$ cat src/design/htseg_pkg.sv
`default_nettype none
package htseg_pkg;

  localparam logic [7:0] CH_LT   = 8'h3C;
  localparam logic [7:0] CH_GT   = 8'h3E;
  localparam logic [7:0] CH_BANG = 8'h21;

  localparam logic [3:0] OPEN_LEN     = 4'd7;
  localparam logic [3:0] CLOSE_LEN    = 4'd8;
  localparam logic [3:0] HTML_END_LEN = 4'd7;
  localparam logic [3:0] COUNT_MAX    = 4'd8;

  // running matchers for the open segment
  typedef struct packed {
    logic [3:0] count;
    logic       up_open_ok;
    logic       lo_open_ok;
    logic [3:0] up_close_pos;
    logic [3:0] lo_close_pos;
    logic       close_seen;
    logic       html_end_ok;
  } seg_t;

  typedef struct packed {
    logic in_element;
    logic in_comment;
    logic in_script;
    seg_t seg;
  } state_t;

  typedef struct packed {
    logic seg_start;
    logic seg_end;
    logic doc_end;
  } flags_t;

  localparam seg_t SEG_CLEAR = '{
    count:        4'd0,
    up_open_ok:   1'b1,
    lo_open_ok:   1'b1,
    up_close_pos: 4'd0,
    lo_close_pos: 4'd0,
    close_seen:   1'b0,
    html_end_ok:  1'b1
  };

  localparam state_t STATE_RESET = '{
    in_element: 1'b0,
    in_comment: 1'b0,
    in_script:  1'b0,
    seg:        SEG_CLEAR
  };

endpackage
`default_nettype wire

$ cat src/design/htseg_if.sv
`default_nettype none
interface htseg_in_if;
  logic       valid;
  logic       ready;
  logic [7:0] data_byte;

  modport source (output valid, output data_byte, input ready);
  modport sink (input valid, input data_byte, output ready);
endinterface

interface htseg_out_if;
  logic       valid;
  logic       ready;
  logic [7:0] out_byte;
  logic       seg_start;
  logic       seg_end;
  logic       doc_end;

  modport source (output valid, output out_byte, output seg_start, output seg_end,
                  output doc_end, input ready);
  modport sink (input valid, input out_byte, input seg_start, input seg_end,
                input doc_end, output ready);
endinterface
`default_nettype wire

$ cat src/design/htseg_step.sv
`default_nettype none
module htseg_step (
  input  wire logic [7:0]        data_byte,
  input  wire htseg_pkg::state_t state,
  output htseg_pkg::state_t      state_nxt,
  output htseg_pkg::flags_t      flags
);

  function automatic logic [7:0] open_char(input logic upper, input logic [2:0] idx);
    logic [7:0] ch;
    case (idx)
      3'd0:    ch = htseg_pkg::CH_LT;
      3'd1:    ch = upper ? "S" : "s";
      3'd2:    ch = upper ? "C" : "c";
      3'd3:    ch = upper ? "R" : "r";
      3'd4:    ch = upper ? "I" : "i";
      3'd5:    ch = upper ? "P" : "p";
      3'd6:    ch = upper ? "T" : "t";
      default: ch = 8'h00;
    endcase
    return ch;
  endfunction

  function automatic logic [7:0] close_char(input logic upper, input logic [2:0] idx);
    logic [7:0] ch;
    case (idx)
      3'd0:    ch = htseg_pkg::CH_LT;
      3'd1:    ch = "/";
      3'd2:    ch = upper ? "S" : "s";
      3'd3:    ch = upper ? "C" : "c";
      3'd4:    ch = upper ? "R" : "r";
      3'd5:    ch = upper ? "I" : "i";
      3'd6:    ch = upper ? "P" : "p";
      3'd7:    ch = upper ? "T" : "t";
      default: ch = 8'h00;
    endcase
    return ch;
  endfunction

  function automatic logic [7:0] html_char(input logic [2:0] idx);
    logic [7:0] ch;
    case (idx)
      3'd0:    ch = htseg_pkg::CH_LT;
      3'd1:    ch = "/";
      3'd2:    ch = "H";
      3'd3:    ch = "T";
      3'd4:    ch = "M";
      3'd5:    ch = "L";
      3'd6:    ch = htseg_pkg::CH_GT;
      default: ch = 8'h00;
    endcase
    return ch;
  endfunction

  // substring search; '<' occurs only at the head of the pattern
  function automatic logic [3:0] search_next(input logic [3:0] pos, input logic [7:0] c,
                                             input logic upper);
    logic [3:0] nxt;
    if (pos >= htseg_pkg::CLOSE_LEN) begin
      nxt = htseg_pkg::CLOSE_LEN;
    end else if (c == close_char(upper, pos[2:0])) begin
      nxt = pos + 4'd1;
    end else begin
      nxt = (c == htseg_pkg::CH_LT) ? 4'd1 : 4'd0;
    end
    return nxt;
  endfunction

  function automatic htseg_pkg::seg_t append(input htseg_pkg::seg_t s, input logic [7:0] c);
    htseg_pkg::seg_t r;
    r = s;
    if (s.count < htseg_pkg::OPEN_LEN) begin
      r.up_open_ok = s.up_open_ok && (c == open_char(1'b1, s.count[2:0]));
      r.lo_open_ok = s.lo_open_ok && (c == open_char(1'b0, s.count[2:0]));
    end
    if (s.count < htseg_pkg::HTML_END_LEN) begin
      r.html_end_ok = s.html_end_ok && (c == html_char(s.count[2:0]));
    end
    r.up_close_pos = search_next(s.up_close_pos, c, 1'b1);
    r.lo_close_pos = search_next(s.lo_close_pos, c, 1'b0);
    if (r.up_close_pos >= htseg_pkg::CLOSE_LEN || r.lo_close_pos >= htseg_pkg::CLOSE_LEN) begin
      r.close_seen = 1'b1;
    end
    if (s.count < htseg_pkg::COUNT_MAX) begin
      r.count = s.count + 4'd1;
    end
    return r;
  endfunction

  htseg_pkg::seg_t base_seg;
  htseg_pkg::seg_t grown_seg;
  logic            is_lt_open;
  logic            is_gt;
  logic            open_hit;

  always_comb begin
    is_lt_open = (data_byte == htseg_pkg::CH_LT) && !state.in_script &&
                 !(state.in_element && state.in_comment);
    is_gt      = (data_byte == htseg_pkg::CH_GT);
    open_hit   = (state.seg.count >= htseg_pkg::OPEN_LEN) &&
                 (state.seg.up_open_ok || state.seg.lo_open_ok);
    base_seg   = (is_lt_open || !state.in_element) ? htseg_pkg::SEG_CLEAR : state.seg;
    grown_seg  = append(base_seg, data_byte);

    state_nxt  = state;
    flags      = '0;

    if (is_lt_open) begin
      flags.seg_start      = 1'b1;
      state_nxt.in_element = 1'b1;
      state_nxt.seg        = grown_seg;
    end else if (is_gt) begin
      // close test wins over open in the same segment
      if (state.seg.close_seen) begin
        state_nxt.in_script = 1'b0;
      end else if (open_hit) begin
        state_nxt.in_script = 1'b1;
      end
      flags.seg_start = !state.in_element;
      if (!state_nxt.in_script) begin
        flags.seg_end        = 1'b1;
        flags.doc_end        = (grown_seg.count == htseg_pkg::HTML_END_LEN) &&
                               grown_seg.html_end_ok;
        state_nxt.in_element = 1'b0;
        state_nxt.seg        = htseg_pkg::SEG_CLEAR;
      end else begin
        state_nxt.in_element = 1'b1;
        state_nxt.seg        = grown_seg;
      end
      state_nxt.in_comment = 1'b0;
    end else begin
      if (data_byte == htseg_pkg::CH_BANG && state.seg.count == 4'd1 && !state.in_script) begin
        state_nxt.in_comment = 1'b1;
      end
      flags.seg_start      = !state.in_element;
      state_nxt.in_element = 1'b1;
      state_nxt.seg        = grown_seg;
    end
  end

endmodule
`default_nettype wire

$ cat src/design/html_tag_text_segmenter_unit.sv
// Latency: a byte accepted at one edge shows its result from the next cycle.
// Throughput: one byte per cycle; the segment flags and matchers update in a
// single pass of logic between the state registers and the result register.
// The result register takes a new byte whenever it is empty or being drained.
// Reset (synchronous, rst_n low) clears the segment state and the result valid.
`default_nettype none
module html_tag_text_segmenter_unit (
  input  wire logic   clk,
  input  wire logic   rst_n,
  htseg_in_if.sink    in_ch,
  htseg_out_if.source out_ch
);

  htseg_pkg::state_t state_r;
  htseg_pkg::state_t state_nxt;
  htseg_pkg::flags_t flags_nxt;
  htseg_pkg::flags_t flags_r;
  logic [7:0]        out_byte_r;
  logic              out_valid_r;
  logic              out_valid_nxt;
  logic              in_ready;
  logic              in_fire;
  logic              out_fire;

  htseg_step u_step (
    .data_byte (in_ch.data_byte),
    .state     (state_r),
    .state_nxt (state_nxt),
    .flags     (flags_nxt)
  );

  assign in_ready      = !out_valid_r || out_ch.ready;
  assign in_fire       = in_ch.valid && in_ready;
  assign out_fire      = out_valid_r && out_ch.ready;
  assign out_valid_nxt = in_fire || (out_valid_r && !out_ch.ready);

  assign in_ch.ready      = in_ready;
  assign out_ch.valid     = out_valid_r;
  assign out_ch.out_byte  = out_byte_r;
  assign out_ch.seg_start = flags_r.seg_start;
  assign out_ch.seg_end   = flags_r.seg_end;
  assign out_ch.doc_end   = flags_r.doc_end;

  always_ff @(posedge clk) begin
    if (!rst_n) begin
      state_r     <= htseg_pkg::STATE_RESET;
      out_valid_r <= 1'b0;
    end else begin
      out_valid_r <= out_valid_nxt;
      if (in_fire) begin
        state_r <= state_nxt;
      end
    end
  end

  // payload: load on every input transfer, hold otherwise
  always_ff @(posedge clk) begin
    if (in_fire) begin
      out_byte_r <= in_ch.data_byte;
      flags_r    <= flags_nxt;
    end
  end

  a_doc_needs_end: assert property (@(posedge clk) disable iff (!rst_n)
    out_valid_r && flags_r.doc_end |-> flags_r.seg_end)
    else $error("doc_end without seg_end");

  a_drain_empties: assert property (@(posedge clk) disable iff (!rst_n)
    out_fire && !in_fire |=> !out_valid_r)
    else $error("result register not emptied after transfer");

  a_state_holds: assert property (@(posedge clk) disable iff (!rst_n)
    !in_fire |=> $stable(state_r))
    else $error("segment state changed without an input transfer");

  a_closed_is_clear: assert property (@(posedge clk) disable iff (!rst_n)
    !state_r.in_element |-> state_r.seg == htseg_pkg::SEG_CLEAR)
    else $error("matchers not cleared outside a segment");

endmodule
`default_nettype wire
$ cat src/flat_wrapper.sv
// flat-port wrapper written by rule: the top's interface ports become plain ports
module html_tag_text_segmenter_unit_flat 
  (clk, rst_n, in_ch_valid, in_ch_data_byte, in_ch_ready, out_ch_valid, out_ch_out_byte, out_ch_seg_start, out_ch_seg_end, out_ch_doc_end, out_ch_ready);
  htseg_in_if in_ch_i ();
  htseg_out_if out_ch_i ();
  input  wire logic clk;
  input  wire logic rst_n;
  input wire logic [$bits(in_ch_i.valid)-1:0] in_ch_valid;
  input wire logic [$bits(in_ch_i.data_byte)-1:0] in_ch_data_byte;
  output wire logic [$bits(in_ch_i.ready)-1:0] in_ch_ready;
  output wire logic [$bits(out_ch_i.valid)-1:0] out_ch_valid;
  output wire logic [$bits(out_ch_i.out_byte)-1:0] out_ch_out_byte;
  output wire logic [$bits(out_ch_i.seg_start)-1:0] out_ch_seg_start;
  output wire logic [$bits(out_ch_i.seg_end)-1:0] out_ch_seg_end;
  output wire logic [$bits(out_ch_i.doc_end)-1:0] out_ch_doc_end;
  input wire logic [$bits(out_ch_i.ready)-1:0] out_ch_ready;
  assign in_ch_i.valid = in_ch_valid;
  assign in_ch_i.data_byte = in_ch_data_byte;
  assign in_ch_ready = in_ch_i.ready;
  assign out_ch_valid = out_ch_i.valid;
  assign out_ch_out_byte = out_ch_i.out_byte;
  assign out_ch_seg_start = out_ch_i.seg_start;
  assign out_ch_seg_end = out_ch_i.seg_end;
  assign out_ch_doc_end = out_ch_i.doc_end;
  assign out_ch_i.ready = out_ch_ready;
  html_tag_text_segmenter_unit u_core (.clk(clk), .rst_n(rst_n), .in_ch(in_ch_i), .out_ch(out_ch_i));
endmodule
$ cat config.mk
export PLATFORM = sky130hd
export DESIGN_NAME = html_tag_text_segmenter_unit_flat
export DESIGN_NICKNAME = d
export VERILOG_FILES = /design/src/design/htseg_pkg.sv /design/src/design/htseg_if.sv /design/src/design/htseg_step.sv /design/src/design/html_tag_text_segmenter_unit.sv /design/src/flat_wrapper.sv
export SDC_FILE = /design/constraint.sdc
export NUM_CORES = 1
export LEC_CHECK = 0
export ABC_AREA = 1
export BUFFER_PORTS_ARGS = -buffer_cell sky130_fd_sc_hd__buf_2
export CAP_MARGIN = 25
export CORE_MARGIN = 5
export CORE_UTILIZATION = 45
export DETAILED_ROUTE_END_ITERATION = 10
export PLACE_DENSITY = 0.7
export SYNTH_ARGS = -nofsm -noshare
export SYNTH_HDL_FRONTEND = slang
export SYNTH_SLANG_ARGS = --single-unit
$ cat constraint.sdc
create_clock -name clk -period 3.45 [get_ports clk]
set_input_delay 0.8625 -clock clk [delete_from_list [all_inputs] [get_ports clk]]
set_output_delay 0.8625 -clock clk [all_outputs]
set_load 0.01 [all_outputs]
Yosys cells after proc, flatten, opt, wreduce, memory -nomap -nowiden
Memories as Yosys holds them, arrays and structs flattened.
Cells that the tools add are included.
{"block": "totals", "output_inout_bits": 13, "wordCells": 103, "in_bits": 12, "memories": 2, "regBits": 31, "rom_bits": 104}
{"memory": "(no name shown)", "depth": 8, "word_bits": 7, "read_ports": 1, "rd_ports_with_merged_regs": 0, "wr": 0, "line": "htseg_step.sv:26", "text": "case (idx)"}
{"memory": "(no name shown)", "depth": 8, "word_bits": 6, "read_ports": 1, "rd_ports_with_merged_regs": 0, "wr": 0, "line": "htseg_step.sv:26"}
{"block": "op_classes", "n_reduce_logical": 28, "bitwise_logic": 2, "eq_ne": 16, "mux": 30, "order_cmp": 7, "n_addsub": 3}
{"op": "$pmux 7 s7", "count": 3}
{"op": "$mux 16", "count": 4}
{"op": "$eq 8x8->1", "count": 5}
{"op": "$mux 8", "count": 5}
{"op": "$eq 8x6->1 const B", "count": 3}
{"op": "$mux 4", "count": 5}
{"op": "$ge 4x4->1 const B", "count": 4}
{"op": "$add 4x1->4 const B", "count": 3}
{"op": "$logic_and 1x1->1", "count": 12}
{"op": "$mux 1", "count": 10}
{"op": "$eq 3x3->1 const B", "count": 3}
{"op": "$eq 3x2->1 const B", "count": 2}
{"op": "$mux 2", "count": 3}
{"op": "$reduce_and 3->1", "count": 2}
{"op": "$logic_not 1->1", "count": 5}
{"op": "$logic_or 1x1->1", "count": 5}
{"op": "$eq 4x1->1 const B", "count": 1}
{"op": "$eq 4x3->1 const B", "count": 1}
{"op": "$ge 4x3->1 const B", "count": 1}
{"op": "$lt 4x3->1 const B", "count": 1}
{"op": "$lt 4x4->1 const B", "count": 1}
{"op": "$eq 3x1->1 const B", "count": 1}
{"op": "$logic_not 3->1", "count": 1}
{"op": "$reduce_or 3->1", "count": 1}
{"op": "other kinds (3)", "count": 4}

Longest topological paths before layout
{"block": "depth", "depth_word": 16, "depth_mapped": 24, "ltp_nobuf": 23}

Hierarchy
Synthesis repeated with hierarchy kept, for this count alone.
{"block": "unflattened", "hier_cells": 442, "hier_area_um2": 2934.1}
{"mod": "htseg_step", "area_per_inst_um2": 1690.4, "seq_area_each_um2": 0.0, "instances": 1, "cells_each": 306}
{"mod": "html_tag_text_segmenter_unit", "area_per_inst_um2": 1243.7, "seq_area_each_um2": 730.7, "instances": 1, "cells_each": 136}

Worst setup path before layout
OpenSTA, ideal clock, no wires.
{"block": "synth_path", "path_type": "input -> register", "start": "in in_ch_data_byte[3]", "end": "reg u_core.state_r[11] in the netlist's numbering", "setup_time_ns": 0.112, "path_slack_ns": 0.238, "cell_stages": 22, "n_path_buf": 2, "required_time_ns": 3.338, "arrival_ns": 3.100, "cell_sequence": "buf_4 nand2_2 nor2_2 nand3_4 nand2_8 inv_6 buf_6 nand2_1 inv_1 ha_1 o21ai_0 nand3_2 nand2_1 nand2_1 nand2_1 nor2_2 nand3_1 nand2_1 nand2_1 nand2_1 nand2_1 nand2_1"}
{"block": "synth_via", "elab_chain_cells": 14, "elab_cells_between_ends": 22, "cone_classes": "order compare: 1; eq/ne: 9; mux: 7; reduce/logical: 5"}
{"element": "start, declared", "line": "flat_wrapper.sv:9", "text": "input wire logic [$bits(in_ch_i.data_byte)-1:0] in_ch_data_byte;"}
{"element": "$eq 8x6->1", "line": "htseg_step.sv:97", "text": "is_lt_open = (data_byte == htseg_pkg::CH_LT) && !state.in_script &&"}
{"element": "$logic_and 1x1->1 (2 in a row)", "line": "htseg_step.sv:97"}
{"element": "$logic_or 1x1->1", "line": "htseg_step.sv:102", "text": "base_seg = (is_lt_open || !state.in_element) ? htseg_pkg::SEG_CLEAR : state.seg;"}
{"element": "$mux 16", "line": "htseg_step.sv:102"}
{"element": "$eq 3x3->1, or another cell as far along", "line": "htseg_step.sv:11", "text": "case (idx)"}
{"element": "$pmux 7 s7", "line": "htseg_step.sv:11"}
{"element": "$mux 8", "line": "htseg_step.sv:72", "text": "if (s.count < htseg_pkg::OPEN_LEN) begin"}
{"element": "$eq 8x8->1", "line": "htseg_step.sv:73", "text": "r.up_open_ok = s.up_open_ok && (c == open_char(1'b1, s.count[2:0]));"}
{"element": "$logic_and 1x1->1", "line": "htseg_step.sv:73"}
{"element": "$mux 2", "line": "htseg_step.sv:72"}
{"element": "$mux 16", "line": "htseg_step.sv:120", "text": "if (!state_nxt.in_script) begin"}
{"element": "$mux 16", "line": "htseg_step.sv:112", "text": "end else if (is_gt) begin"}
{"element": "$mux 16 (*)", "line": "htseg_step.sv:108", "text": "if (is_lt_open) begin"}
{"element": "end signal, assigned", "line": "html_tag_text_segmenter_unit.sv:46", "text": "state_r <= htseg_pkg::STATE_RESET;"}
{"element": "end signal, assigned", "line": "html_tag_text_segmenter_unit.sv:51", "text": "state_r <= state_nxt;"}
{"element": "end, declared", "line": "html_tag_text_segmenter_unit.sv:14", "text": "htseg_pkg::state_t state_r;"}
Mark *: on every way between the ends. The rest lies on a longest branch, timed or not. The select of a mux whose other input is x is not followed.
A chain may end at the register's enable or synchronous reset.

Final worst setup path
{"block": "layout_path", "start": "in in_ch_data_byte[6]", "end": "reg u_core.flags_r, in the netlist u_core.out_ch.doc_end, data pin"}
{"block": "layout_via", "elab_chain_cells": 12, "elab_cells_between_ends": 26, "cone_classes": "add/sub: 1; order compare: 2; eq/ne: 10; mux: 5; bitwise: 1; reduce/logical: 7"}
{"element": "$eq 8x6->1", "line": "htseg_step.sv:97"}
{"element": "$logic_and 1x1->1 (2 in a row)", "line": "htseg_step.sv:97"}
{"element": "$logic_or 1x1->1", "line": "htseg_step.sv:102"}
{"element": "$mux 16", "line": "htseg_step.sv:102"}
{"element": "$eq 3x3->1, or another cell as far along", "line": "htseg_step.sv:42", "text": "case (idx)"}
{"element": "$pmux 7 s7", "line": "htseg_step.sv:42"}
{"element": "$mux 8", "line": "htseg_step.sv:76", "text": "if (s.count < htseg_pkg::HTML_END_LEN) begin"}
{"element": "$eq 8x8->1", "line": "htseg_step.sv:77", "text": "r.html_end_ok = s.html_end_ok && (c == html_char(s.count[2:0]));"}
{"element": "$logic_and 1x1->1", "line": "htseg_step.sv:77"}
{"element": "$mux 1", "line": "htseg_step.sv:76"}
{"element": "$logic_and 1x1->1", "line": "htseg_step.sv:122", "text": "flags.doc_end = (grown_seg.count == htseg_pkg::HTML_END_LEN) &&"}
{"element": "end signal, assigned", "line": "html_tag_text_segmenter_unit.sv:60", "text": "flags_r <= flags_nxt;"}
{"element": "end, declared", "line": "html_tag_text_segmenter_unit.sv:17", "text": "htseg_pkg::flags_t flags_r;"}
Several ways; a longest one is shown, not always the timed one. The select of a mux whose other input is x is not followed.

==> run_results.csv <==
group,metric,value,unit
clock_network,clock_sinks,31,
worst_hold_path,worstHoldPathCells,2,
clock_network,h-tree-depth,2,
sta,rsz0062_at_grt,"no",
global_routing,overflow,0,
sta,setup_viol,0,
pwr,combPwrFrac,0.180,
synth,synth_area,2590,sq um
setup_path,arrival,3.22,ns
setup_path,critPathMaxStageDelay,0.28,ns
placed_design,placed_area,2850,sq um
outcome,status,"complete, no violations",
run,drv_cap,0,
clock_network,clk_pin_slew_worst_paths,0.07,ns
synth,synth_area_leaders,"nand2_1 (20%), dfxtp_1 (15%), edfxtp_1 (13%), nand3_1 (8.3%), ha_1 (7.2%)",
synth,yosys.area.top_type,"nand2_1",
setup_path,slowest_stage,"ha_1",
synth,synth_top_area_frac,0.198,
pwr,p_leak,1.42,nW
sta,hold_violations,0,
placed_design,hpwl,5210,microns
pwr,power_switching,0.253,mW
pwr,swShare,0.296,
detailed_routing,via_per_inst,5.10,
synth,synth_nets,412,
global_routing,antenna_found_initial,0,
synth,synth.yosys.warnings,0,
synth,synth_cell_types,42,
synth,async_flop_share,0,
layout,diodes,0,
sta,relSlewSlack,0.587,
global_routing,grtUsageTotal,0.186,
sta,min_period_over_period,0.893,
pwr,ir_drop,0.141,mV
sta,layout_min_cycle_time,3.08,ns
sta,slew_viol_final,0,
synth,post-synth-top-count-cell,"nand2_1",
setup_path,worstSetupPathType,"in2reg",
clock_network,postCtsSetupBuffers,0,
layout,area_delta_synth_final,13.9,%
synth,postSynthAreaPerCell,6.73,sq um
placed_design,gp_congestion,0.921,
sta,fmax,325,MHz
setup_path,crit_top_cell,"nand2_1",
sta,worstMarginPinSlew,0.618,ns
detailed_routing,drc,0,
detailed_routing,first_iter_violations,174,
detailed_routing,ant_nets,0,
sta,worst_slack,0.369,ns
floorplan,ios,25,
synth,syn_inst,385,
pwr,seqPwrFrac,0.464,
synth,netlist_top_cells_count,"nand2_1 (137), nand3_1 (43), inv_1 (38), nor2_1 (24), dfxtp_1 (20)",
clock_network,cts_buffers,5,
synth,ys_ff_latch,31,
layout,finalInstanceArea,2950,sq um
floorplan,core,5540,sq um
placed_design,io_buffers,24,
synth,synth_edf_count,11,
layout,fin_nets,449,
floorplan,die_area,7380,sq um
floorplan,die_w,85.9,microns
clock_network,cts_root_buf,"clkbuf_8",
layout,nFillCells,574,
synth,synth_ff_type,"dfxtp_1",
sta,setup_tns,0,ns
detailed_routing,vias,2524,
global_routing,grt_pass1_wl,11000,microns
setup_path,cp-start-kind,"primary input",
clock_network,cts_buffer_depth,2,
pwr,powerDensity,290,nW/um^2
pwr,power_frac_clock,0.356,
global_routing,grt_pass1_vias,2312,
floorplan,dieHeight,85.9,microns
worst_hold_path,hold_path_class,"reg2reg",
global_routing,grt_max_degree,16,
detailed_routing,wire_per_inst,13.4,microns
floorplan,start_util,0.468,
clock_network,clock_latency,0.28,ns
layout,drive_above_1_share,0.208,
setup_path,path_cells,"buf_2 -> inv_2 -> nand2_2 -> nor2_4 -> nand3_4 -> nand2_8 -> inv_6 -> nand2_1 -> inv_1 -> ha_1 -> nand4_1 -> nand2_1 -> nor2_2 -> nand2_1 -> nand2_1 -> nand3_1 -> nor2_1 -> nand2_1 -> nand2_1 -> o21ai_2 -> nor3_2",
setup_path,cp_max_fo,7,
synth,yosysSeqAreaShare,0.282,
setup_path,cp_data_required_time,3.59,ns
floorplan,std_cell_rows,27,
placed_design,dp_slack,0.0873,ns
clock_network,cts_tree,"yes",
detailed_routing,drt-total-wl,6650,microns
detailed_routing,drtPass1Iterations,4,
sta,timing.hold.ws,0.467,ns
setup_path,critPathCaptureType,"register",
pwr,p_int,0.603,mW
sta,fin_skew,0.00760,ns
setup_path,rr_worst_depth,18,
[metal layers]
metal | track usage | vias up | share of wire
met2 | 0.287 | 78 | 0.44
met5 | 0 | - | 0
li1 | - | 1320 | -
met1 | 0.255 | 1118 | 0.48
met3 | 0.0365 | 8 | 0.062
met4 | 0.0705 | 0 | 0.017
[critical path: cells and delay by family]
kind	cells	cell delay, ns
compound gates	1	0.06
fa+ha+maj	1	0.28
simple gates	15	1.61
buf+inv	4	0.40
[layout make-up]
class,instances,area (sq um),area share
Multi-Input combinational cell,303,1650,0.559
Sequential cell,31,731,0.248
Tap cell,72,90.1,0.0305
Inverter,44,170,0.0577
Clock buffer,6,82.6,0.0280
Timing Repair Buffer,37,218,0.0738
Clock inverter,2,11.3,0.00382
[registers in the layout (all words and copies together) (netlist names)]
register / flops
u_core.out_ch.seg_end: 1
u_core.out_ch.seg_start: 1
u_core.out_ch.out_byte: 8
u_core.state_r: 19
u_core.out_ch.doc_end: 1
u_core.out_ch.valid: 1
[timing repair]
item,4_1_cts,5_1_grt
setup endpoints to repair,0,1
hold buffers,0,0
gates resized for setup,0,1
endpoints found under the hold margin,0,0
[cell usage in the layout (no fill, tap or decap), drive strengths merged]
master,count
buf,37
a22oi,1
o21ai,8
nor2,34
clkinvlp,1
a41oi,1
or2,2
nand4,12
nand3,47
nor4,2
dfxtp,20
o31ai,1
edfxtp,11
inv,44
nand2,150
clkbuf,6
xor2,3
nor3,6
xnor2,2
o211ai,1
ha,15
o21a,1
mux2i,2
clkinv,1
a21oi,15
[kinds of logic after synthesis]
kind of cell    count (synthesis)  synth area share
xor+xnor                        5            0.0169
compound gates                 28            0.0652
flops                          31             0.282
mux                             2           0.00772
fa+ha+maj                      15            0.0724
buf+inv                        51            0.0835
simple gates                  253             0.472
[power by group through the flow]
stage	sequential, mW	combinational [mW]	clock (mW)
finish	0.397	0.154	0.304
detailed placement	0.406	0.153	0
global route	0.398	0.170	0.333
floorplan	0.410	0.0931	0
global placement	0.406	0.152	0
CTS	0.397	0.154	0.314
[worst paths after layout]
path                       from                     to  slack [ns]
max          in_ch_data_byte[6]  u_core.out_ch.doc_end        0.37
min           u_core.state_r[5]      u_core.state_r[5]        0.47
max reg2reg  u_core.state_r[17]  u_core.out_ch.doc_end        0.86
min reg2reg   u_core.state_r[5]      u_core.state_r[5]        0.47
[through the flow]
| stage | std cells | util | total power, mW |
|---|---|---|---|
| floorplan | 385 | - | 0.503 |
| global placement | 487 | 0.515 | 0.557 |
| detailed placement | 487 | 0.515 | 0.559 |
| CTS | 495 | 0.532 | 0.865 |
| global route | 495 | 0.533 | 0.902 |
| finish | 495 | 0.533 | 0.856 |
Power figures use the tool's default switching activity.
